`config.mk`:
```
export PLATFORM = sky130hd
export DESIGN_NAME = dsrl_queue
export DESIGN_NICKNAME = d
export VERILOG_FILES = /design/src/rtl/decaying_sketch_rate_limiter_unit_assert.svh /design/src/rtl/dsrl_pkg.sv /design/src/rtl/dsrl_queue.sv
export SDC_FILE = /design/constraint.sdc
export NUM_CORES = 1
export LEC_CHECK = 0
export ABC_AREA = 1
export ABC_CLOCK_PERIOD_IN_PS = 2960
export BUFFER_PORTS_ARGS = -buffer_cell sky130_fd_sc_hd__buf_4
export CAP_MARGIN = 10
export CORE_MARGIN = 4
export CORE_UTILIZATION = 50
export CTS_BUF_LIST = sky130_fd_sc_hd__clkbuf_4 sky130_fd_sc_hd__clkbuf_8 sky130_fd_sc_hd__clkbuf_16
export CTS_CLUSTER_DIAMETER = 150
export DETAILED_ROUTE_END_ITERATION = 12
export HOLD_SLACK_MARGIN = 0.1
export MAX_ROUTING_LAYER = met4
export PLACE_DENSITY = 0.72
export SYNTH_ARGS = -nofsm -noshare
export SYNTH_HDL_FRONTEND = slang
export SYNTH_SLANG_ARGS = --single-unit
```
`constraint.sdc`:
```
create_clock -name clk_i -period 2.96 [get_ports clk_i]
set_input_delay 0.592 -clock clk_i [delete_from_list [all_inputs] [get_ports clk_i]]
set_output_delay 0.592 -clock clk_i [all_outputs]
set_load 0.03 [all_outputs]
```
`src/rtl/decaying_sketch_rate_limiter_unit_assert.svh`:
```
// assertion macros for the rate limiter rtl
`ifndef DECAYING_SKETCH_RATE_LIMITER_UNIT_ASSERT_SVH
`define DECAYING_SKETCH_RATE_LIMITER_UNIT_ASSERT_SVH
`ifndef SYNTH
// check a property on every clock edge outside reset
`define DSRL_ASSERT(lbl, clk, rstn, prop) \
  lbl: assert property (@(posedge clk) disable iff (!rstn) prop) \
    else $error("dsrl assertion failed");
// check a property on every clock edge, reset included
`define DSRL_ASSERT_ALWAYS(lbl, clk, prop) \
  lbl: assert property (@(posedge clk) prop) \
    else $error("dsrl assertion failed");
`else
`define DSRL_ASSERT(lbl, clk, rstn, prop)
`define DSRL_ASSERT_ALWAYS(lbl, clk, prop)
`endif
`endif

```
`src/rtl/dsrl_pkg.sv`:
```
// ----------------------------------------------------------------------------
// dsrl_pkg
// types and constants of the decaying sketch rate limiter
// ----------------------------------------------------------------------------
`default_nettype none
package dsrl_pkg;

  localparam int unsigned TABLE_DEPTH_DEF = 4096;
  localparam int unsigned PROBE_COUNT_DEF = 3;
  localparam int unsigned DECAY_SHIFT_DEF = 8;

  // widest slot index carried in the queue (table up to 2^20 entries)
  localparam int unsigned SLOT_W_MAX  = 20;
  localparam int unsigned COST_W      = 12;
  localparam int unsigned STAMP_W     = 16;
  localparam int unsigned HEAT_W      = 16;
  localparam int unsigned MIN_W       = 17;
  localparam int unsigned TRIES_W     = 7;
  localparam logic [TRIES_W-1:0] MAX_TRIES = 7'd64;
  localparam logic [3:0]  DECAY_LIMIT = 4'd15;
  localparam logic [HEAT_W-1:0] HEAT_MAX = 16'hffff;
  localparam logic [MIN_W-1:0]  MIN_TOP  = 17'd67583;
  localparam int unsigned QUEUE_DEPTH = 4;

  // register indexes on the configuration port
  localparam logic [1:0] REG_FILTER_ENABLE  = 2'd0;
  localparam logic [1:0] REG_HASH_SEED      = 2'd1;
  localparam logic [1:0] REG_HEAT_THRESHOLD = 2'd2;

  typedef struct packed {
    logic [31:0] source_address;
    logic [15:0] packet_bytes;
    logic [31:0] current_seconds;
  } in_t;

  typedef struct packed {
    logic        allow;
    logic [16:0] min_heat;
  } out_t;

  // one probe handed from the hash front to the table back
  typedef struct packed {
    logic                  bypass;
    logic                  last;
    logic [SLOT_W_MAX-1:0] slot;
    logic [COST_W-1:0]     cost;
    logic [STAMP_W-1:0]    stamp;
  } probe_t;

endpackage
`default_nettype wire

```
`src/rtl/dsrl_queue.sv`:
```
// ----------------------------------------------------------------------------
// dsrl_queue
// short probe queue between hash front and table back
// ----------------------------------------------------------------------------
`default_nettype none
module dsrl_queue (
  input  wire logic             clk_i,
  input  wire logic             rst_ni,
  input  wire logic             push_i,
  input  wire dsrl_pkg::probe_t wdata_i,
  output logic                  full_o,
  input  wire logic             pop_i,
  output logic                  valid_o,
  output dsrl_pkg::probe_t      rdata_o
);
  localparam int unsigned AW = $clog2(dsrl_pkg::QUEUE_DEPTH);

  dsrl_pkg::probe_t mem_q [dsrl_pkg::QUEUE_DEPTH];
  logic [AW-1:0] wr_q, rd_q;
  logic [AW:0] cnt_q;

  assign full_o  = (cnt_q == (AW+1)'(dsrl_pkg::QUEUE_DEPTH));
  assign valid_o = (cnt_q != '0);
  assign rdata_o = mem_q[rd_q];

  // pointers and fill count
  always_ff @(posedge clk_i or negedge rst_ni) begin
    if (!rst_ni) begin
      wr_q  <= '0;
      rd_q  <= '0;
      cnt_q <= '0;
    end else begin
      if (push_i) wr_q <= wr_q + AW'(1);
      if (pop_i) rd_q <= rd_q + AW'(1);
      cnt_q <= cnt_q + (AW+1)'(push_i) - (AW+1)'(pop_i);
    end
  end

  // entry storage
  always_ff @(posedge clk_i) begin
    if (push_i) mem_q[wr_q] <= wdata_i;
  end

endmodule
`default_nettype wire

```
**Word level (Yosys, flattened, before mapping)**

Memory sizes are Yosys's and may differ from the RTL's.
Cells that the tools add are included.

- Register bits after elaboration: 7
- RAM bits: 200
- Input port bits: 54
- Output and inout bits: 52
- Logic and storage cells: 12
- Memories kept: 1

Memories:

| memory | words | bits a word | rd ports | clocked after Yosys merged registers in | wr ports | RTL line | RTL |
|---|---|---|---|---|---|---|---|
| mem_q | 4 | 50 | 1 | 0 | 1 | dsrl_queue.sv:18 | `dsrl_pkg::probe_t mem_q [dsrl_pkg::QUEUE_DEPTH];` |

- Add/sub/neg operators: 4
- Equality and inequality tests: 1
- Mux-type cells: 2
- Reduce and logical (&&, ||, !) cells: 1

Operator list:

| cell | number |
|---|---|
| adder 2 x 1 -> 2 bit (second input constant) | 2 |
| adder 3 x 1 -> 3 bit | 1 |
| equality test 3 bit (second input constant) | 1 |
| nonzero test 3 bit | 1 |
| subtractor 3 x 1 -> 3 bit | 1 |
| 2-to-1 mux 1 bit | 2 |

**Depth between registers and ports, before layout**

- Depth in word-level cells: 2
- Depth in mapped cells: 8
- Mapped depth without buffers: 8

**Worst setup path before layout**

No wires, ideal clock.

- Path type: input -> register
- From: input port push_i
- To: memory mem_q[1][0] in the netlist's numbering, enable pin
- Setup time: 0.404 ns
- Arrival time: 1.855 ns
- Required time: 2.556 ns
- Setup slack: 0.701 ns
- Cell stages on the path: 3
- Buffers on the path: 1
- Path through: clkbuf_1 nand2_1 inv_1

- Longest elaborated chain between the ends: 2

Ends and longest elaborated chain:

| what | RTL line | RTL |
|---|---|---|
| start, declared | dsrl_queue.sv:9 | `input wire logic push_i,` |
| 2-to-1 mux 1 bit | dsrl_queue.sv:41 | `if (push_i) mem_q[wr_q] <= wdata_i;` |
| 2-to-1 mux 1 bit (implied by the code) | dsrl_queue.sv:41 |  |
| end, declared | dsrl_queue.sv:18 |  |

Every way passes these cells.

==> run summary <==
Cell at the root of the clock tree: sky130_fd_sc_hd__clkbuf_16. The signal on the critical path passes through buf_4 > nand2_1 > nand3_1 > nand2_1 > buf_4. The logs give 0 for the total count of hold-check failures in the final report and 1 for the H-tree depth. The register-to-register path setup slack is 1120 ps. The final-report max-slew violation count was 0. Counting flops and latches in the post-synthesis netlist gives 207.

The initial standard-cell utilization of the core is 50.77%, and the area fraction of the dominant cell type after synthesis is 68.63%. Adding up every negative setup slack in the final design gives 0 ps. The number of cells on the worst reg-to-reg path is 5. The total clock buffers created by CTS is 22. The leftover overflow at the end of global routing was 0; the worst slew margin relative to its limit was 56.45%.

The routed layout has 5581 vias. The commonest non-fill, non-tap cell in the layout was sky130_fd_sc_hd__nand2_1. The run gives 0 as the count of endpoints failing setup in the final report. For the number of global-route vias before repair, the log shows 5566.

The tools report the number of warning messages in the yosys log as 0. For this design the ratio of total power to cell area is 1090 nW/um^2. For this run, the detailed router's first-pass iteration total came to 4.

In this run the deepest clock path goes through 3 buffers. The run gives 9.730 ps as the final setup skew. The run gives 0.3671 GHz as the top achievable clock speed. The post-route netlist has 17.19% of its cells at a drive strength greater than 1. The worst path uses 92.03% of the clock period.

The logs give 372 for the number of DRC markers in iteration 0 and 10640 sq um for the final cell area excluding filler cells. The critical register-to-register path endpoint is mem_q[2][19]. Critical path startpoint: rd_q[0]. The tools report the critical path endpoint as rdata_o[3].

Summing the sequential cell areas from Yosys gives 70.63% of the chip area. After detailed routing, the total wire length is 17.34 mm. TritonCTS built the clock tree. The placed instances occupy a cell area of 9841 sq um.

For the finished layout, the period the worst path requires is 2724 ps. In the global route stage, overall resource usage came out at 17.85%. The weighted congestion at the end of routability-driven global placement was 0.7168.

In this run the worst path has a maximum fanout of 48. Setup repair after global routing left no endpoint under its margin. The clock-pin slew of the registers on the worst-case setup and hold paths was 60 ps. Area of the core: 17240 sq um.

Synthesis produced a netlist with a net count of 890. The worst setup path is captured at an output port. Biggest area consumer among synthesized cells: sky130_fd_sc_hd__edfxtp_1. The die is 140.3 um wide. Worst endpoint required time: 2370 ps. Broken down by cell family, the worst path's largest delay share belongs to buffers and inverters.

The run gives 15 as the number of library cell types mapped by synthesis. The tools report the number of max-cap violations as 0. The detail route stage leaves a number of antenna-violating nets equal to 0. The post-detailed-placement half-perimeter wirelength was 10.24 mm. The number of cells on the critical path is 5, and the worst vdd rail ir drop is 0.7864 mV. The slowest stage of the critical path belongs to the cell sky130_fd_sc_hd__dfrtp_4. After detailed routing, the number of remaining DRC violations is 0. The post-layout utilization of the core is 61.72%, and the area added between synthesis and finish is 21.56%. Clock latency on the worst-skew pair, taken at its later pin, is 500 ps.

The run gives 2130 ps as the signal arrival time at the worst endpoint. Together, buffers and inverters on the worst path number 2. The delay contributed by the slowest stage of the critical path is 590 ps. In the layout the commonest cells are 261 x sky130_fd_sc_hd__nand2_1, 208 x sky130_fd_sc_hd__inv_1, 200 x sky130_fd_sc_hd__edfxtp_1, 113 x sky130_fd_sc_hd__buf_4, 102 x sky130_fd_sc_hd__nand3_1. The initial antenna violation count was 0; the number of nets in the finished design was 1000. The die covers 19680 sq um. The total I/O pin count is 106. The class of the tightest hold or removal check was in -> reg. For the pin with the worst max-slew slack, the measured transition is 653.2 ps. The repair_antennas step left the layout with diodes totalling 0.

In the synthesized netlist, the number of instances is 829. For the largest net degree at the start of global routing, the log shows 67. The startpoint identified for the worst register-to-register timing path is wr_q[0].

Static leakage power: 0.004985 uW. STA classifies the critical path startpoint as a flip-flop. By area the synthesized netlist is led by sky130_fd_sc_hd__edfxtp_1 69%, sky130_fd_sc_hd__nand2_1 11%, sky130_fd_sc_hd__inv_1 9.1%, sky130_fd_sc_hd__nand3_1 5.8%, sky130_fd_sc_hd__dfrtp_1 2.0%. Buffers placed on the I/O ports in this run total 105. The cell area that synthesis handed to floorplanning was 8751 sq um. The global-route wire length before repair was 27.05 mm.

A synthesized cell averages 10.56 sq um. In this run the core area contains 48 standard-cell rows. Average via count per standard cell: 4.734.

The run finished with clean final reports. For this design, the sink count on the clock tree is 207. Dividing the detail-routed wire length by the instance count gives 14.71 um. From bottom edge to top edge, the die measures 140.3 um.

The kind of critical path was reg -> out.
metal layers:
layer	vias to the layer above	GRT usage, %	wire, um
met5	-	-	0
met4	0	5.456	363
met3	29	3.073	859
met2	128	31.78	9092
met1	2633	20.71	7028
li1	2791	-	-
final cells by class:
class / count / area [sq um]
clock buffers: 26 / 580.6
clock inverters: 13 / 206.4
fillers: 1269 / 6599
inverters: 214 / 804.5
multi-input cells: 375 / 1620
flip-flops and latches: 207 / 6186
well taps: 225 / 281.5
repair buffers: 119 / 958.4
logic make-up (layout without fill, tap and decap cells):
group                    Yosys count  after routing  share of synthesized area, %
AND/OR/NAND/NOR                  364            364                         17.07
buffers and inverters            247            372                         10.85
flip-flops                       207            207                         70.63
XOR/XNOR                           3              3                        0.3003
AO/OA/AOI/OAI                      1              1                       0.05714
adder cells (fa/ha/maj)            7              7                         1.087
flip-flops by register name, summed over array words and instances, names as in the netlist:
register,cells
wr_q,2
rd_q,2
cnt_q,3
mem_q,200
cell usage after synthesis:
| library cell | number |
|---|---|
| sky130_fd_sc_hd__buf_4 | 1 |
| sky130_fd_sc_hd__clkbuf_1 | 17 |
| sky130_fd_sc_hd__fa_1 | 1 |
| sky130_fd_sc_hd__edfxtp_1 | 200 |
| sky130_fd_sc_hd__o21ai_0 | 1 |
| sky130_fd_sc_hd__dfrtp_1 | 7 |
| sky130_fd_sc_hd__ha_1 | 6 |
| sky130_fd_sc_hd__nand3_1 | 102 |
| sky130_fd_sc_hd__nand2_1 | 261 |
| sky130_fd_sc_hd__buf_2 | 15 |
| sky130_fd_sc_hd__inv_2 | 1 |
| sky130_fd_sc_hd__inv_1 | 212 |
| sky130_fd_sc_hd__nor2_1 | 1 |
| sky130_fd_sc_hd__clkinv_1 | 1 |
| sky130_fd_sc_hd__xor2_1 | 3 |
worst reg2reg max path: stages, from the launching register on:
cell                      delay (ps)
sky130_fd_sc_hd__dfrtp_1         430
sky130_fd_sc_hd__inv_1           100
sky130_fd_sc_hd__ha_1            150
sky130_fd_sc_hd__nand2_1          60
sky130_fd_sc_hd__inv_2           480
sky130_fd_sc_hd__buf_12          300
where the power goes:
| group | internal (uW) | total, uW | leakage (uW) | switching [uW] |
|---|---|---|---|---|
| logic | 1480 | 4650 | 0.00268 | 3170 |
| registers | 3840 | 4020 | 0.00192 | 177 |
| clock network | 1850 | 2920 | 0.000389 | 1070 |
| total | 7170 | 11600 | 0.00499 | 4420 |
worst min path at each step:
stage                start      endpoint  cells after the start
6_report       wdata_i[31]  mem_q[0][31]                      1
5_1_grt        wdata_i[37]  mem_q[1][37]                      1
4_1_cts        wdata_i[31]  mem_q[0][31]                      1
3_5_place_dp        rst_ni      cnt_q[2]                      1
3_3_place_gp        rst_ni      cnt_q[2]                      1
2_1_floorplan       rst_ni      cnt_q[0]                      0
through the flow:
stage / setup WS, ps / hold slack (ps) / total power, uW / instances
5_1_grt: 120.5 / 275.3 / 12230 / 1179
6_report: 235.9 / 290.4 / 11590 / 1179
3_3_place_gp: 827.4 / 425.2 / 8685 / 1139
4_1_cts: 207.1 / 269.5 / 11720 / 1179
3_5_place_dp: 788.5 / 426.7 / 8783 / 1139
2_1_floorplan: 700.8 / 296.4 / 7071 / 829
what timing repair did:
item                                    CTS  global route
hold buffers                              1             0
resized for setup                         0             0
setup buffers                             0             0
hold endpoints to repair                  7             0
endpoints found under the setup margin    0             0
Power figures use the tool's default switching activity.
