### config.mk
export PLATFORM = sky130hd
export DESIGN_NAME = dsrl_front
export DESIGN_NICKNAME = d
export VERILOG_FILES = /design/src/rtl/decaying_sketch_rate_limiter_unit_assert.svh /design/src/rtl/dsrl_pkg.sv /design/src/rtl/dsrl_front.sv
export SDC_FILE = /design/constraint.sdc
export NUM_CORES = 1
export LEC_CHECK = 0
export BUFFER_PORTS_ARGS = -buffer_cell sky130_fd_sc_hd__buf_2
export CORE_MARGIN = 2
export CORE_UTILIZATION = 57
export DETAILED_ROUTE_END_ITERATION = 7
export PLACE_DENSITY = 0.79
export RECOVER_POWER = 25
export SLEW_MARGIN = 20
export SYNTH_ARGS = -nofsm -noshare
export SYNTH_HDL_FRONTEND = slang
export SYNTH_SLANG_ARGS = --single-unit
export TNS_END_PERCENT = 1
### constraint.sdc
create_clock -name clk_i -period 7 [get_ports clk_i]
set_clock_uncertainty 0.05 [all_clocks]
set_input_delay 1.05 -clock clk_i [delete_from_list [all_inputs] [get_ports clk_i]]
set_output_delay 1.05 -clock clk_i [all_outputs]
set_load 0.01 [all_outputs]
### src/rtl/decaying_sketch_rate_limiter_unit_assert.svh
// assertion macros for the rate limiter rtl
`ifndef DECAYING_SKETCH_RATE_LIMITER_UNIT_ASSERT_SVH
`define DECAYING_SKETCH_RATE_LIMITER_UNIT_ASSERT_SVH
`ifndef SYNTH
// check a property on every clock edge outside reset
`define DSRL_ASSERT(lbl, clk, rstn, prop) \
  lbl: assert property (@(posedge clk) disable iff (!rstn) prop) \
    else $error("dsrl assertion failed");
// check a property on every clock edge, reset included
`define DSRL_ASSERT_ALWAYS(lbl, clk, prop) \
  lbl: assert property (@(posedge clk) prop) \
    else $error("dsrl assertion failed");
`else
`define DSRL_ASSERT(lbl, clk, rstn, prop)
`define DSRL_ASSERT_ALWAYS(lbl, clk, prop)
`endif
`endif

### src/rtl/dsrl_pkg.sv
// ----------------------------------------------------------------------------
// dsrl_pkg
// types and constants of the decaying sketch rate limiter
// ----------------------------------------------------------------------------
`default_nettype none
package dsrl_pkg;

  localparam int unsigned TABLE_DEPTH_DEF = 4096;
  localparam int unsigned PROBE_COUNT_DEF = 3;
  localparam int unsigned DECAY_SHIFT_DEF = 8;

  // widest slot index carried in the queue (table up to 2^20 entries)
  localparam int unsigned SLOT_W_MAX  = 20;
  localparam int unsigned COST_W      = 12;
  localparam int unsigned STAMP_W     = 16;
  localparam int unsigned HEAT_W      = 16;
  localparam int unsigned MIN_W       = 17;
  localparam int unsigned TRIES_W     = 7;
  localparam logic [TRIES_W-1:0] MAX_TRIES = 7'd64;
  localparam logic [3:0]  DECAY_LIMIT = 4'd15;
  localparam logic [HEAT_W-1:0] HEAT_MAX = 16'hffff;
  localparam logic [MIN_W-1:0]  MIN_TOP  = 17'd67583;
  localparam int unsigned QUEUE_DEPTH = 4;

  // register indexes on the configuration port
  localparam logic [1:0] REG_FILTER_ENABLE  = 2'd0;
  localparam logic [1:0] REG_HASH_SEED      = 2'd1;
  localparam logic [1:0] REG_HEAT_THRESHOLD = 2'd2;

  typedef struct packed {
    logic [31:0] source_address;
    logic [15:0] packet_bytes;
    logic [31:0] current_seconds;
  } in_t;

  typedef struct packed {
    logic        allow;
    logic [16:0] min_heat;
  } out_t;

  // one probe handed from the hash front to the table back
  typedef struct packed {
    logic                  bypass;
    logic                  last;
    logic [SLOT_W_MAX-1:0] slot;
    logic [COST_W-1:0]     cost;
    logic [STAMP_W-1:0]    stamp;
  } probe_t;

endpackage
`default_nettype wire

### src/rtl/dsrl_front.sv
// ----------------------------------------------------------------------------
// dsrl_front
// hash chain front: per packet a bypass probe if disabled, else distinct table probes
// ----------------------------------------------------------------------------
`default_nettype none
module dsrl_front #(
  parameter int unsigned TABLE_DEPTH = dsrl_pkg::TABLE_DEPTH_DEF,
  parameter int unsigned PROBE_COUNT = dsrl_pkg::PROBE_COUNT_DEF,
  parameter int unsigned DECAY_SHIFT = dsrl_pkg::DECAY_SHIFT_DEF
) (
  input  wire logic            clk_i,
  input  wire logic            rst_ni,
  input  wire logic            in_valid_i,
  output logic                 in_ready_o,
  input  wire dsrl_pkg::in_t   in_data_i,
  input  wire logic            enable_i,
  input  wire logic [31:0]     seed_i,
  output logic                 push_o,
  input  wire logic            full_i,
  output dsrl_pkg::probe_t     probe_o
);
  localparam int unsigned IDX_W = $clog2(TABLE_DEPTH);
  localparam int unsigned PW = (PROBE_COUNT > 1) ? $clog2(PROBE_COUNT) : 1;

  typedef enum logic [5:0] {
    F_IDLE = 6'b000001,
    F_MUL  = 6'b000010,
    F_MIX  = 6'b000100,
    F_FALL = 6'b001000,
    F_PUSH = 6'b010000,
    F_BYP  = 6'b100000
  } fstate_e;

  fstate_e state_q, state_d;
  logic [31:0] addr_q, hash_q, prod_q;
  logic [dsrl_pkg::COST_W-1:0]  cost_q;
  logic [dsrl_pkg::STAMP_W-1:0] stamp_q;
  logic [dsrl_pkg::TRIES_W-1:0] tries_q;
  logic [PW-1:0] probe_q;
  logic [3:0] cand_q;
  logic [IDX_W-1:0] slot_q;
  logic [IDX_W-1:0] used_q [PROBE_COUNT];
  logic [31:0] h1, h2;
  logic [IDX_W-1:0] hslot, cslot;
  logic hit_h, hit_c, last;

  // mix step of the hash chain
  always_comb begin
    h1 = prod_q ^ (prod_q >> 16);
    h2 = h1 + (h1 >> 7);
    hslot = h2[IDX_W-1:0] ^ IDX_W'({25'd0, tries_q});
    cslot = IDX_W'(cand_q);
  end

  // compare candidates against slots already taken by this packet
  always_comb begin
    hit_h = 1'b0;
    hit_c = 1'b0;
    for (int k = 0; k < PROBE_COUNT; k++) begin
      if (PW'(k) < probe_q && used_q[k] == hslot) hit_h = 1'b1;
      if (PW'(k) < probe_q && used_q[k] == cslot) hit_c = 1'b1;
    end
  end

  assign last = (probe_q == PW'(PROBE_COUNT - 1));
  assign in_ready_o = (state_q == F_IDLE);
  assign push_o = ((state_q == F_PUSH) || (state_q == F_BYP)) && !full_i;

  always_comb begin
    probe_o.bypass = (state_q == F_BYP);
    probe_o.last   = last;
    probe_o.slot   = dsrl_pkg::SLOT_W_MAX'(slot_q);
    probe_o.cost   = cost_q;
    probe_o.stamp  = stamp_q;
  end

  // sequencer
  always_comb begin
    state_d = state_q;
    case (state_q)
      F_IDLE: if (in_valid_i) state_d = enable_i ? F_MUL : F_BYP;
      F_MUL:  state_d = F_MIX;
      F_MIX: begin
        if (!hit_h) state_d = F_PUSH;
        else if (tries_q == dsrl_pkg::MAX_TRIES) state_d = F_FALL;
        else state_d = F_MUL;
      end
      F_FALL: if (!hit_c) state_d = F_PUSH;
      F_PUSH: if (!full_i) state_d = last ? F_IDLE : F_MUL;
      F_BYP:  if (!full_i) state_d = F_IDLE;
      default: state_d = F_IDLE;
    endcase
  end

  always_ff @(posedge clk_i or negedge rst_ni) begin
    if (!rst_ni) begin
      state_q <= F_IDLE;
    end else begin
      state_q <= state_d;
    end
  end

  // datapath registers
  always_ff @(posedge clk_i) begin
    case (state_q)
      F_IDLE: begin
        addr_q  <= in_data_i.source_address;
        cost_q  <= dsrl_pkg::COST_W'({1'b0, in_data_i.packet_bytes[15:5]} + 12'd1);
        stamp_q <= dsrl_pkg::STAMP_W'(in_data_i.current_seconds >> DECAY_SHIFT);
        hash_q  <= seed_i;
        tries_q <= 7'd1;
        probe_q <= '0;
      end
      F_MUL: prod_q <= 32'(hash_q * addr_q);
      F_MIX: begin
        hash_q <= h2;
        slot_q <= hslot;
        cand_q <= '0;
        tries_q <= tries_q + 7'd1;
      end
      F_FALL: begin
        slot_q <= cslot;
        cand_q <= cand_q + 4'd1;
      end
      F_PUSH: if (!full_i) begin
        for (int k = 0; k < PROBE_COUNT; k++) begin
          if (PW'(k) == probe_q) used_q[k] <= slot_q;
        end
        probe_q <= probe_q + PW'(1);
        tries_q <= 7'd1;
      end
      default: ;
    endcase
  end

endmodule
`default_nettype wire

Yosys cells after proc, flatten, opt, wreduce, memory -nomap -nowiden
Memories as Yosys holds them, arrays and structs flattened. Cells that the tools add are included.

Register bits: 155. Latch bits: 0. Bits in writable memories: 36. ROM bits: 0. Input port bits: 117. Output and inout port bits: 52. Logic and storage cells: 101. Memories kept: 1.

Memories: used_q (depth 3, width 12, read ports 3, clocked after Yosys merged registers in 0, write ports 1, RTL line dsrl_front.sv:42) `logic [IDX_W-1:0] used_q [PROBE_COUNT];`.

$add $sub $neg: 5. Multipliers: 1. Divide/modulo/power cells: 0. Order comparisons: 3. Equality and inequality tests: 20. Shift operators: 0. Multiplexer cells: 40. Bitwise logic cells: 2. Reduce and logical (&&, ||, !) cells: 19.

Operators by type and width (count): one-hot mux 32 bit (2 select lines) (1); == test 12 bit (3); == test 12 x 4 -> 1 bit (3); one-hot mux 6 bit (6 select lines) (1); adder 32 x 25 -> 32 bit (1); multiplier 32 x 32 -> 32 bit (1); bitwise XOR 32 x 16 -> 32 bit (1); 2-to-1 mux 6 bit (5); 2-to-1 mux 12 bit (2); one-hot mux 12 bit (2 select lines) (1); OR reduction 12 bit (2); one-hot mux 7 bit (3 select lines) (1); 2-to-1 mux 1 bit (20); adder 11 x 1 -> 12 bit, second input constant (1); bitwise XOR 12 x 7 -> 12 bit (1); 2-to-1 mux 2 bit (4); inequality test 2 bit, second input constant (4); one-hot mux 4 bit (2 select lines) (1); adder 7 x 1 -> 7 bit, second input constant (1); == test 7 bit, second input constant (1); logical AND 1 bit (7); 2-to-1 mux 7 bit (1); == test 6 x 1 -> 1 bit, second input constant (1); == test 6 x 2 -> 1 bit, second input constant (1); other kinds (21) (25).

Logic depth before layout (Yosys ltp)
Gate-level depths: netlist of the first run.

Depth after elaboration: 10. Mapped depth: 28. Mapped depth without buffers: 26.

Least setup slack after synthesis of the first run
No wires, ideal clock.

Kind: reg2reg. Start: register addr_q[3]. End: register prod_q[31], data pin. Setup time: 0.260 ns. Arrival: 6.745 ns. Data required time: 6.690 ns. Setup slack: -0.055 ns. Cell stages (with the launch flop): 25. Path buffers: 2. Clock period less this slack: 7.055 ns. Cell sequence: edfxtp_1 clkbuf_1 clkbuf_1 and2_1 fa_1 inv_1 fa_1 fa_1 fa_1 inv_1 fa_1 inv_1 fa_1 inv_1 fa_1 fa_1 ha_1 a21o_1 a31oi_1 nand2_1 a21o_1 or4_1 a31oi_1 o21ai_0 xnor2_1.

Cells in the longest elaborated chain, start to end: 1.

Ends and longest elaborated chain: start: declaration (RTL line dsrl_front.sv:35) `logic [31:0] addr_q, hash_q, prod_q;`; start signal: assignment (RTL line dsrl_front.sv:107) `addr_q <= in_data_i.source_address;`; multiplier 32 x 32 -> 32 bit (RTL line dsrl_front.sv:114) `F_MUL: prod_q <= 32'(hash_q * addr_q);`; end signal: assignment (RTL line dsrl_front.sv:114); end: declaration (RTL line dsrl_front.sv:35).

Every way passes these cells. A chain may end at the register's enable or synchronous reset.

Final worst setup path of the first run
Start: register hash_q[16]. End: register prod_q[29], data pin.

Cells in the longest elaborated chain, start to end: 1.

Ends and longest elaborated chain: start: declaration (RTL line dsrl_front.sv:35); start signal: assignment (RTL line dsrl_front.sv:110) `hash_q <= seed_i;`; multiplier 32 x 32 -> 32 bit (RTL line dsrl_front.sv:114).

Every way passes these cells.

==> key figures, run 1 <==
Clocking
  – Skew-Pair Late Insertion Delay: 0.47 ns
  – CTS tree: done
  – H-tree depth: 4
  – CTS clk-pin slew, worst paths: 0.08 ns
  – Clock buffer depth: 2
  – # hold bufs at CTS: 0
  – Number of buffers created by CTS: 17
  – Clk root buf: clkbuf_16
  – Clock sink total: 191

Critical path
  – Count of buffer and inverter cells on the critical path: 4
  – Crit. End Element: flip-flop
  – Critical Path Source: hash_q[16]$_DFFE_PP_
  – Kind of critical path: flip-flop to flip-flop
  – Worst path depth: 22
  – Critical Path RT: 7.16 ns
  – Max stage delay on crit path: 0.55 ns
  – Worst setup SP type: flip-flop
  – Worst r2r src: hash_q[16]$_DFFE_PP_
  – Worst r2r path cells: 22
  – Crit path max-delay family: adder cells
  – FF-to-FF End: prod_q[29]$_DFFE_PP_
  – Crit path to: prod_q[29]$_DFFE_PP_
  – Critical Path AT: 7.30 ns
  – Max FO, Critical Path: 7
  – CP cell instances: and2_4 > fa_1 > inv_1 > fa_1 > fa_1 > fa_1 > inv_1 > fa_1 > inv_1 > fa_1 > inv_1 > fa_1 > fa_1 > ha_4 > a21o_1 > a31oi_1 > nand2_1 > a21o_1 > or4_4 > a31oi_4 > o21ai_2 > xnor2_1
  – R2R setup slack: -0.13 ns
  – Most frequent CP cell: fa_1
  – Slowest CP cell: fa_1

Synth
  – Yosys warns: 0
  – Number of synthesized flops with an enable pin: 185
  – Synth Instances: 2457
  – Dominant cells by area after synthesis: fa_1 (33%), edfxtp_1 (22%), and2_1 (9.3%)
  – Dominant cell type by area after synthesis: fa_1
  – Sequential area share after synthesis: 0.228
  – Avg Cell Area, Syn: 10.2 sq um
  – Async SR Flop Fraction: 0.0314
  – Cell area after synthesis: 0.0251 sq mm
  – Top_reg_cell synth: edfxtp_1
  – #FFs+latches synth: 191
  – Top cell type's share of synthesized area: 0.327
  – Yosys cell types: 69

Global routing
  – Grt ovf: 0
  – First-pass GRT wire length: 107000 um
  – Largest net degree at the start of global routing: 70
  – Initial antenna violation count: 1
  – Vias in the first global route: 19900
  – Overall global routing resource usage: 0.311

STA
  – Relative slew slack: 0.509
  – # setup viols final: 5
  – Final Hold Viols: 0
  – Fmax achieved: 140 MHz
  – RSZ-0062 raised after global routing: yes
  – Worst-margin pin slew: 0.736 ns
  – Final min period: 7.13 ns
  – Max Slew Vio Count: 0
  – Setup slack after layout: -0.135 ns
  – Hold slack final: 0.397 ns
  – Final period utilization: 1.02

Route
  – Drt pass-1 iters: 6
  – DR top layer: met5
  – DRT iter0 DRCs: 1747
  – Wire length on met2: 32300 um
  – Antenna-violating nets left: 0
  – Routed length on met3: 5260 um
  – Met1 Wirelength: 26200 um
  – Avg Vias per Cell: 5.67
  – Routed via count: 18500
  – Wire per inst: 20.5 um
  – WL final: 66600 um
  – Residual DRC: 0

Place
  – Placed instance count: 3216
  – Placed wire-length estimate: 53900 um
  – GP Congestion: 0.952
  – Placed Area: 0.0274 sq mm
  – PortBufs: 139

Status
  – Status: finished, violations left
  – Violated checks: negative setup slack

Die
  – Num rows: 76
  – DIE AREA: 0.0457 sq mm
  – Core area: 0.0433 sq mm
  – Initial Utilization: 0.579
  – Io pins: 169
  – Die width: 214 um
  – Die Span Y: 214 um

Layout
  – Cell area after layout: 0.0281 sq mm
  – Area grow syn2layout: 12.2%
  – Ant diodes: 0
  – Fraction of layout cells with a size suffix above 1: 0.135
  – Fin nets: 3339
  – Commonest non-fill, non-tap cell in the layout: fa_1
  – Non-filler cells, final: 3253
  – Most frequent cells in the layout: fa_1 (405), inv_1 (388), and2_1 (368)

Flow run
  – Maxcap violations: 0

Worst hold path
  – Hold WC Path Type: input pin to asynchronous set/reset pin
[per-layer routing]
| metal | vias to the layer above | GRT usage |
|---|---|---|
| li1 | 8028 | - |
| met1 | 9373 | 0.412 |
| met2 | 876 | 0.511 |
| met5 | - | 0 |
| met3 | 172 | 0.0494 |
| met4 | 2 | 0.133 |
[Yosys cell counts, types with 4 or more instances]
cell type,count
a31o_2,5
o21a_1,8
buf_4,9
fa_1,409
inv_1,389
xnor2_1,107
nor3b_1,7
nand4_1,9
nor2_1,65
xor2_1,86
nor3_1,16
nand2b_1,4
or2_2,5
and3_1,8
nand3_1,25
ha_1,156
and2_1,372
edfxtp_1,185
nor4_1,13
nand4b_1,4
a211oi_1,7
a31oi_1,5
nand2_1,248
o31a_1,4
a21o_1,14
clkbuf_1,100
dfrtp_1,5
o21bai_1,12
o31ai_1,5
a21oi_1,49
o21ai_0,60
o22ai_1,4
nor2b_1,9
[registers in the layout (all words and copies together), names as in the netlist]
name	cells
stamp_q	16
cand_q	4
state_q	6
tries_q	7
cost_q	12
hash_q	32
slot_q	12
probe_q	2
used_q	36
prod_q	32
addr_q	32
[timing repair]
item                                   CTS  global route
setup buffers                            4             3
endpoints found under the hold margin    0             0
pin swaps                                2            12
gates resized for setup                 12            19
setup endpoints to repair                6             9
[worst min path at each step]
stage,slack (ns),startpoint,to,cells past startpoint
global placement,0.44,slot_q[0]$_DFFE_PP_,used_q[0][12]$_DFFE_PP_,0
detailed placement,0.45,slot_q[3]$_DFFE_PP_,used_q[0][27]$_DFFE_PP_,0
floorplan,0.48,slot_q[0]$_DFFE_PP_,used_q[0][0]$_DFFE_PP_,0
CTS,0.34,rst_ni,state_q[5]$_DFFE_PN0P_,1
finish,0.40,rst_ni,state_q[5]$_DFFE_PN0P_,1
global route,0.41,rst_ni,state_q[5]$_DFFE_PN0P_,1
[area by class of cell]
cell class                 count  area (sq um)
clock buffer                  17           425
clock inverter                13           154
fill                        3244         15200
inverter                     389          1460
multi-input combinational   1770         17600
sequential                   191          5710
tap                          585           732
timing repair buffer         288          2040
[worst register-to-register path, stage by stage, from the launching register on]
cell and delay, ns:
edfxtp_1 0.52, and2_4 0.22, fa_1 0.53, inv_1 0.05, fa_1 0.50, fa_1 0.45, fa_1 0.55, inv_1 0.05
fa_1 0.50, inv_1 0.06, fa_1 0.53, inv_1 0.05, fa_1 0.47, fa_1 0.55, ha_4 0.21, a21o_1 0.17
a31oi_1 0.17, nand2_1 0.09, a21o_1 0.22, or4_4 0.44, a31oi_4 0.26, o21ai_2 0.11, xnor2_1 0.16
[metrics by stage]
stage | worst slack (ns) | TNS, ns | util
4_1_cts | -0.0973 | -0.372 | 0.648
2_1_floorplan | 0.0159 | 0 | -
6_report | -0.135 | -0.519 | 0.650
5_1_grt | -0.360 | -1.89 | 0.650
3_3_place_gp | -0.237 | -0.670 | 0.633
3_5_place_dp | -0.286 | -0.980 | 0.633
[cells by family after synthesis]
family,synth area share
compound gates,0.0509
fa+ha+maj,0.405
other cells,0.000150
xor+xnor,0.0701
buf+inv,0.0768
mux,0.000399
flops,0.228
simple gates,0.170
Power of run 1 is not shown: default switching activity piles up to over one toggle a cycle in this logic, so the estimate is an artifact.
==> run 2: changes to the inputs <==
- ABC_AREA: unset -> 1
- CORE_UTILIZATION: 57 -> 58
- PLACE_DENSITY: 0.79 -> 0.8
==> run 2 against run 1 <==
  * The run now ends clean
  * Register-to-register slack improved by 0.14 ns
  * Area after synthesis grew 4.5%
  * Wire length is 1.4% lower
  * Critical path depth up 4
  * Worst setup slack gained 0.14 ns
  * Critical path type unchanged
==> key figures, run 2 <==
Global routing
  – Grt ovf: 0 (unchanged)
  – Overall global routing resource usage: 0.291 (-0.0193)
  – Largest net degree at the start of global routing: 65 (-7.1%)
  – Vias in the first global route: 20800 (+4.4%)
  – First-pass GRT wire length: 107000 um (-0.30%)
  – Initial antenna violation count: 1 (unchanged)

Route
  – Residual DRC: 0 (unchanged)
  – Antenna-violating nets left: 0 (unchanged)
  – DRT iter0 DRCs: 1597 (-8.6%)
  – Routed via count: 20300 (+10%)
  – Wire per inst: 16.8 um (-18%)
  – Drt pass-1 iters: 7 (+1)
  – WL final: 65600 um (-1.4%)
  – Avg Vias per Cell: 5.19 (-8.4%)

Worst hold path
  – Hold WC Path Type: input pin to asynchronous set/reset pin

Place
  – Placed wire-length estimate: 55300 um (+2.5%)
  – GP Congestion: 0.954 (+0.15%)
  – Placed Area: 0.0278 sq mm (+1.6%)
  – PortBufs: 139 (unchanged)

STA
  – Worst-margin pin slew: 1.08 ns (+0.341 ns)
  – Final Hold Viols: 0 (unchanged)
  – Max Slew Vio Count: 0 (unchanged)
  – Relative slew slack: 0.279 (-0.229)
  – Final min period: 6.99 ns (-0.143 ns)
  – Fmax achieved: 143 MHz (+2.1%)
  – # setup viols final: 0 (-5)
  – Final period utilization: 0.999 (-0.0205)
  – RSZ-0062 raised after global routing: yes

Layout
  – Commonest non-fill, non-tap cell in the layout: inv_1
  – Layout Utilization: 0.647 (-0.00276)
  – Ant diodes: 0 (unchanged)
  – Cell area after layout: 0.0287 sq mm (+2.2%)
  – Max reg flops: 36 (unchanged)
  – Most flop-heavy register: used_q
  – Fraction of layout cells with a size suffix above 1: 0.0971 (-0.0374)
  – Area grow syn2layout: 9.71%
  – Fin nets: 3984 (+19%)
  – Most frequent cells in the layout: inv_1 (890), nand2_1 (844), fa_1 (405)

Clocking
  – # hold bufs at CTS: 0 (unchanged)
  – Number of buffers created by CTS: 17 (unchanged)
  – CTS tree: done
  – H-tree depth: 4 (unchanged)
  – CTS clk-pin slew, worst paths: 0.08 ns (about the same)
  – Skew-Pair Late Insertion Delay: 0.46 ns (about the same)
  – Clock sink total: 191 (unchanged)
  – Clock buffer depth: 2 (unchanged)
  – Clk root buf: clkbuf_16

Die
  – Core area: 0.0444 sq mm (+2.7%)
  – Die width: 217 um (+1.3%)
  – Io pins: 169 (unchanged)
  – Initial Utilization: 0.590 (+0.0105)
  – Die Span Y: 217 um (+1.3%)
  – DIE AREA: 0.0469 sq mm (+2.7%)
  – Num rows: 77 (+1.3%)

Synth
  – Post-Synth Adder-Cell Area: 0.387 (-0.0174)
  – Top_reg_cell synth: edfxtp_1
  – Post-Synth Simple-Gate Area: 0.172 (+0.00219)
  – Cell area after synthesis: 0.0262 sq mm (+4.5%)
  – Yosys warns: 0 (unchanged)
  – Avg Cell Area, Syn: 8.31 sq um (-19%)
  – Mux share of post-synthesis cell area: 0 (-0.000399)
  – Synth Area in Compound Gates: 0.0330 (-0.0180)
  – Yosys cell types: 55 (-20%)
  – #FFs+latches synth: 191 (unchanged)
  – Top cell type's share of synthesized area: 0.313 (-0.0141)
  – Synth Instances: 3151 (+28%)
  – Top cells by count, synth: inv_1 (894), nand2_1 (844), fa_1 (409), edfxtp_1 (185), ha_1 (156)
  – Dominant cells by area after synthesis: fa_1 (31%), edfxtp_1 (21%), inv_1 (13%)
  – Number of synthesized flops with an enable pin: 185 (unchanged)
  – Sequential area share after synthesis: 0.218 (-0.00982)
  – Post-Synth XOR/XNOR Area: 0.0424 (-0.0277)
  – Async SR Flop Fraction: 0.0314 (unchanged)
  – Most common cell in the netlist: inv_1
  – Main combinational cell family by area after synthesis: adder cells
  – Dominant cell type by area after synthesis: fa_1

Critical path
  – Crit. End Element: flip-flop
  – Critical Path RT: 7.15 ns (about the same)
  – Kind of critical path: flip-flop to flip-flop
  – Max FO, Critical Path: 15 (+8)
  – Critical Path AT: 7.14 ns (-0.16 ns)
  – Worst r2r path cells: 26 (+18%)
  – Worst setup SP type: flip-flop

Status
  – Status: completed

Flow run
  – Maxcap violations: 0 (unchanged)
[run 2: cell count changes after synthesis, sizes merged, moves of 12 or more]
cell	before	now
a21oi	50	62
buf	14	34
nor2	65	91
xnor2	108	56
nand3	25	87
inv	389	896
nand2	248	855
clkbuf	100	85
xor2	87	69
and2	372	1
[run 2: stage by stage]
stage | hold slack (ns) | cells | TNS (ns) | setup slack (ns)
6_report | 0.427 | 3907 | 0 | 0.00853
5_1_grt | 0.431 | 3907 | -0.609 | -0.180
4_1_cts | 0.341 | 3890 | 0 | 0.0100
3_5_place_dp | 0.442 | 3855 | -0.00663 | -0.00663
3_3_place_gp | 0.427 | 3855 | 0 | 0.133
2_1_floorplan | 0.480 | 3158 | 0 | 0.358
[run 2: timing repair]
item                                    CTS  global route
gates resized for setup                   1            24
pin swaps                                 0            21
endpoints found under the setup margin    3             8
cloned                                    0             1
buffers inserted                          3            16
endpoints found under the hold margin     0             0
[run 2: path summary, 6_finish.rpt]
path | start | end | slack, ns
setup / recovery | addr_q[2]$_DFFE_PP_ | prod_q[26]$_DFFE_PP_ | 0.009
hold / removal | rst_ni | state_q[1]$_DFFE_PN0P_ | 0.43
setup reg to reg | addr_q[2]$_DFFE_PP_ | prod_q[26]$_DFFE_PP_ | 0.009
hold reg to reg | slot_q[5]$_SDFFCE_PP0P_ | used_q[0][5]$_DFFE_PP_ | 0.46
max in group asynchronous | rst_ni | state_q[0]$_DFFE_PN1P_ | 6.16
min in group clk_i | slot_q[5]$_SDFFCE_PP0P_ | used_q[0][5]$_DFFE_PP_ | 0.46
[run 2: kinds of logic after synthesis]
kind of cell,after synthesis
AND/OR/NAND/NOR,1104
adder cells (fa/ha/maj),565
AO/OA/AOI/OAI,150
buffers and inverters,1015
XOR/XNOR,125
other,1
flip-flops,191
[run 2: area by class of cell]
class                      instances  area (sq um)
clock inverter                    15           210
sequential                       191          5710
clock buffer                      17           425
multi-input combinational       1952         16700
inverter                         896          3360
tap                              592           741
fill                            3577         15700
timing repair buffer             244          1540
[run 2: critical path, cell delays in order, from the launching register on]
cell and delay (ns):
edfxtp_1 0.45, buf_4 0.18, buf_4 0.19, nand2_1 0.08
inv_1 0.05, fa_1 0.40, inv_1 0.08, fa_1 0.45
fa_1 0.53, fa_1 0.47, inv_1 0.11, fa_1 0.44
inv_2 0.07, fa_1 0.42, inv_2 0.07, fa_2 0.48
fa_1 0.55, ha_4 0.31, nand4_1 0.13, nor3_2 0.28
nand4_1 0.17, nand3_2 0.11, nand2_1 0.06, o211ai_1 0.17
a21oi_2 0.15, buf_4 0.15, xnor2_1 0.12
[run 2: metal layers]
layer / share of wire / GRT usage / wire, um / vias up
met5: 0.00011 / 0 / 7 / -
li1: - / - / - / 9479
met4: 0.035 / 0.104 / 2330 / 2
met3: 0.072 / 0.0425 / 4720 / 126
met2: 0.49 / 0.491 / 31900 / 807
met1: 0.41 / 0.387 / 26700 / 9879
Power of run 2 is left out for the same reason.
==> run 3: changes to the inputs <==
--- a/config.mk
+++ b/config.mk
@@ -17,3 +17,2 @@
 export SYNTH_HDL_FRONTEND = slang
 export SYNTH_SLANG_ARGS = --single-unit
-export TNS_END_PERCENT = 1
==> constraint.sdc (replaced) <==
create_clock -name clk_i -period 7 [get_ports clk_i]
set_clock_uncertainty 0.05 [all_clocks]
set_input_delay 2.1 -clock clk_i [delete_from_list [all_inputs] [get_ports clk_i]]
set_output_delay 2.1 -clock clk_i [all_outputs]
set_load 0.01 [all_outputs]
==> run 3 against run 2 <==
  * The run now ends with max-capacitance violations, max-slew violations left
  * Non-clock buffer count is 8 higher
  * Highest routed layer unchanged
  * Largest cell class unchanged
  * Final cell count increased by 0.23%
  * Critical path type unchanged
  * First-iteration DRC count is 6.7% higher
  * Maximum frequency increased by 0.42%
  * Sequential share of layout area shrank 0.068 points
==> key figures, run 3 (synthesis results as in run 2) <==
Status
  – Status: finished, violations left
  – Violated checks: max-capacitance violations, max-slew violations

Critical path
  – Slowest CP cell: fa_2
  – Kind of critical path: flip-flop to flip-flop
  – FF-to-FF End: prod_q[28]$_DFFE_PP_
  – Crit path max-delay family: adder cells
  – Max FO, Critical Path: 5 (-10)
  – Crit path to: prod_q[28]$_DFFE_PP_
  – Critical Path AT: 7.13 ns (about the same)
  – Max stage delay on crit path: 0.62 ns (+0.07 ns)
  – Worst r2r src: addr_q[3]$_DFFE_PP_
  – Count of buffer and inverter cells on the critical path: 5 (-3)
  – Crit. End Element: flip-flop
  – Most frequent CP cell: fa_1
  – R2R setup slack: 0.04 ns (+0.03 ns)
  – Critical Path Source: addr_q[3]$_DFFE_PP_
  – Critical Path RT: 7.16 ns (about the same)
  – Worst path depth: 24 (-7.7%)
  – CP cell instances: nand2_1 > inv_1 > fa_1 > inv_1 > fa_1 > fa_2 > fa_1 > inv_2 > fa_1 > inv_2 > fa_1 > inv_2 > fa_2 > fa_1 > ha_4 > nand4_1 > nor3_2 > nand4_1 > nand3_2 > nand2_1 > o211ai_1 > a21oi_2 > o21ai_2 > xor2_1
  – Worst r2r path cells: 24 (-7.7%)
  – Worst setup SP type: flip-flop

Layout
  – Area grow syn2layout: 10.1%
  – Fraction of layout cells with a size suffix above 1: 0.103 (+0.00609)
  – Commonest non-fill, non-tap cell in the layout: inv_1
  – Max reg flops: 36 (unchanged)
  – Non-filler cells, final: 3916 (+0.23%)
  – Most flop-heavy register: used_q
  – Fin nets: 3992 (+0.20%)
  – Most frequent cells in the layout: inv_1 (889), nand2_1 (842), fa_1 (403)

Clocking
  – Skew-Pair Late Insertion Delay: 0.47 ns (about the same)
  – Clk root buf: clkbuf_16
  – # hold bufs at CTS: 0 (unchanged)
  – CTS clk-pin slew, worst paths: 0.08 ns (about the same)
  – Clock buffer depth: 2 (unchanged)
  – Clock sink total: 191 (unchanged)
  – Number of buffers created by CTS: 17 (unchanged)
  – CTS tree: done
  – H-tree depth: 4 (unchanged)

Die
  – Die width: 217 um (unchanged)
  – Core area: 0.0444 sq mm (unchanged)
  – DIE AREA: 0.0469 sq mm (unchanged)
  – Io pins: 169 (unchanged)
  – Num rows: 77 (unchanged)
  – Initial Utilization: 0.590 (unchanged)
  – Die Span Y: 217 um (unchanged)

STA
  – Final Hold Viols: 0 (unchanged)
  – Worst-margin pin slew: 1.89 ns (+0.817 ns)
  – Final min period: 6.96 ns (-0.0292 ns)
  – # setup viols final: 0 (unchanged)
  – Fmax achieved: 144 MHz (+0.42%)
  – RSZ-0062 raised after global routing: yes
  – Setup slack after layout: 0.0378 ns (+0.0292 ns)
  – Relative slew slack: -0.263 (-0.542)
  – Max Slew Vio Count: 34 (+34)
  – Final period utilization: 0.995 (-0.00417)

Global routing
  – Met1 usage: 0.389 (+0.00224)
  – Grt ovf: 0 (unchanged)
  – Largest net degree at the start of global routing: 65 (unchanged)
  – Vias in the first global route: 20900 (+0.69%)
  – First-pass GRT wire length: 108000 um (+0.98%)
  – Initial antenna violation count: 3 (+2)
  – Met2 Use GR: 0.493 (+0.00235)
  – Met3 Usage GRT: 0.0442 (+0.00168)
  – Overall global routing resource usage: 0.294 (+0.00251)
  – Top Usage Layer GRT: met2

Flow run
  – Maxcap violations: 1 (+1)

Route
  – Avg Vias per Cell: 5.21 (+0.38%)
  – Wire per inst: 17.0 um (+1.1%)
  – WL final: 66500 um (+1.4%)
  – Routed via count: 20400 (+0.61%)
  – Antenna-violating nets left: 0 (unchanged)
  – Residual DRC: 0 (unchanged)
  – DRT iter0 DRCs: 1704 (+6.7%)
  – Drt pass-1 iters: 6 (-1)

Place
  – Placed wire-length estimate: 55300 um (about the same)
  – Pre-CTS WS: 0.00377 ns (+0.0104 ns)
  – PortBufs: 139 (unchanged)
  – GP Congestion: 0.956 (+0.29%)
  – Placed instance count: 3867 (+0.31%)

Worst hold path
  – Hold WC Path Type: flip-flop to flip-flop
## run 3: cell types whose count changed in the layout (fill, tap and decap cells not counted), moves of 2 or more
| cell | previous run | this run |
|---|---|---|
| a21oi_1 | 57 | 54 |
| a21oi_4 | 0 | 2 |
| buf_2 | 132 | 139 |
| buf_4 | 98 | 103 |
| bufinv_16 | 0 | 2 |
| clkbuf_1 | 8 | 4 |
| fa_1 | 405 | 403 |
| fa_2 | 4 | 6 |
| inv_12 | 3 | 0 |
| nand2_1 | 844 | 842 |
| nand2_2 | 11 | 13 |
| o21ai_0 | 44 | 42 |
| o21ai_1 | 6 | 8 |
## run 3: final cells by class
cell class / instances / area, sq um
clock inverter: 15 / 225
sequential: 191 / 5710
inverter: 896 / 3360
clock buffer: 17 / 425
multi-input combinational: 1952 / 16800
antenna: 1 / 2.50
timing repair buffer: 252 / 1590
tap: 592 / 741
fill: 3490 / 15600
## run 3: how the worst min path moves through the flow
stage                                  from                       to  slack [ns]  depth (start not counted)
CTS                 slot_q[9]$_SDFFCE_PP0P_  used_q[0][33]$_DFFE_PP_        0.46                          0
global route        slot_q[5]$_SDFFCE_PP0P_  used_q[0][29]$_DFFE_PP_        0.47                          0
floorplan            state_q[0]$_DFFE_PN1P_   state_q[0]$_DFFE_PN1P_        0.48                          2
detailed placement  slot_q[9]$_SDFFCE_PP0P_  used_q[0][21]$_DFFE_PP_        0.44                          0
global placement    slot_q[5]$_SDFFCE_PP0P_   used_q[0][5]$_DFFE_PP_        0.43                          0
finish              slot_q[9]$_SDFFCE_PP0P_  used_q[0][33]$_DFFE_PP_        0.45                          0
## run 3: stage by stage
stage / hold WS (ns) / cell area, sq um / utilization / TNS [ns]
after global placement: 0.434 / 27900 / 0.629 / 0
final: 0.454 / 28800 / 0.649 / 0
after detailed placement: 0.442 / 27900 / 0.629 / 0
after CTS: 0.460 / 28600 / 0.644 / -0.0544
after global routing: 0.472 / 28800 / 0.649 / -0.562
after floorplan: 0.480 / 26200 / - / 0
## run 3: worst register-to-register path, stage by stage, from the launching register on
cell and delay [ns]:
edfxtp_1 0.49, nand2_1 0.12, inv_1 0.07, fa_1 0.51, inv_1 0.06, fa_1 0.54
fa_2 0.49, fa_1 0.51, inv_2 0.04, fa_1 0.55, inv_2 0.04, fa_1 0.49
inv_2 0.05, fa_2 0.62, fa_1 0.45, ha_4 0.31, nand4_1 0.13, nor3_2 0.26
nand4_1 0.16, nand3_2 0.11, nand2_1 0.06, o211ai_1 0.17, a21oi_2 0.16, o21ai_2 0.19
xor2_1 0.09
## run 3: timing repair
| action | CTS | global route |
|---|---|---|
| buffers inserted | 0 | 16 |
| pin swaps | 0 | 39 |
| setup endpoints to repair | 2 | 7 |
| gates resized for setup | 0 | 39 |
## run 3: metal layers
layer  share of wire  routed length, um  up-vias
li1                -                  -     9487
met1            0.40              26400     9851
met2            0.48              32100      910
met3           0.083               5520      167
met4           0.038               2550        2
met5         0.00020                 13        -
Power of run 3 is left out for the same reason.
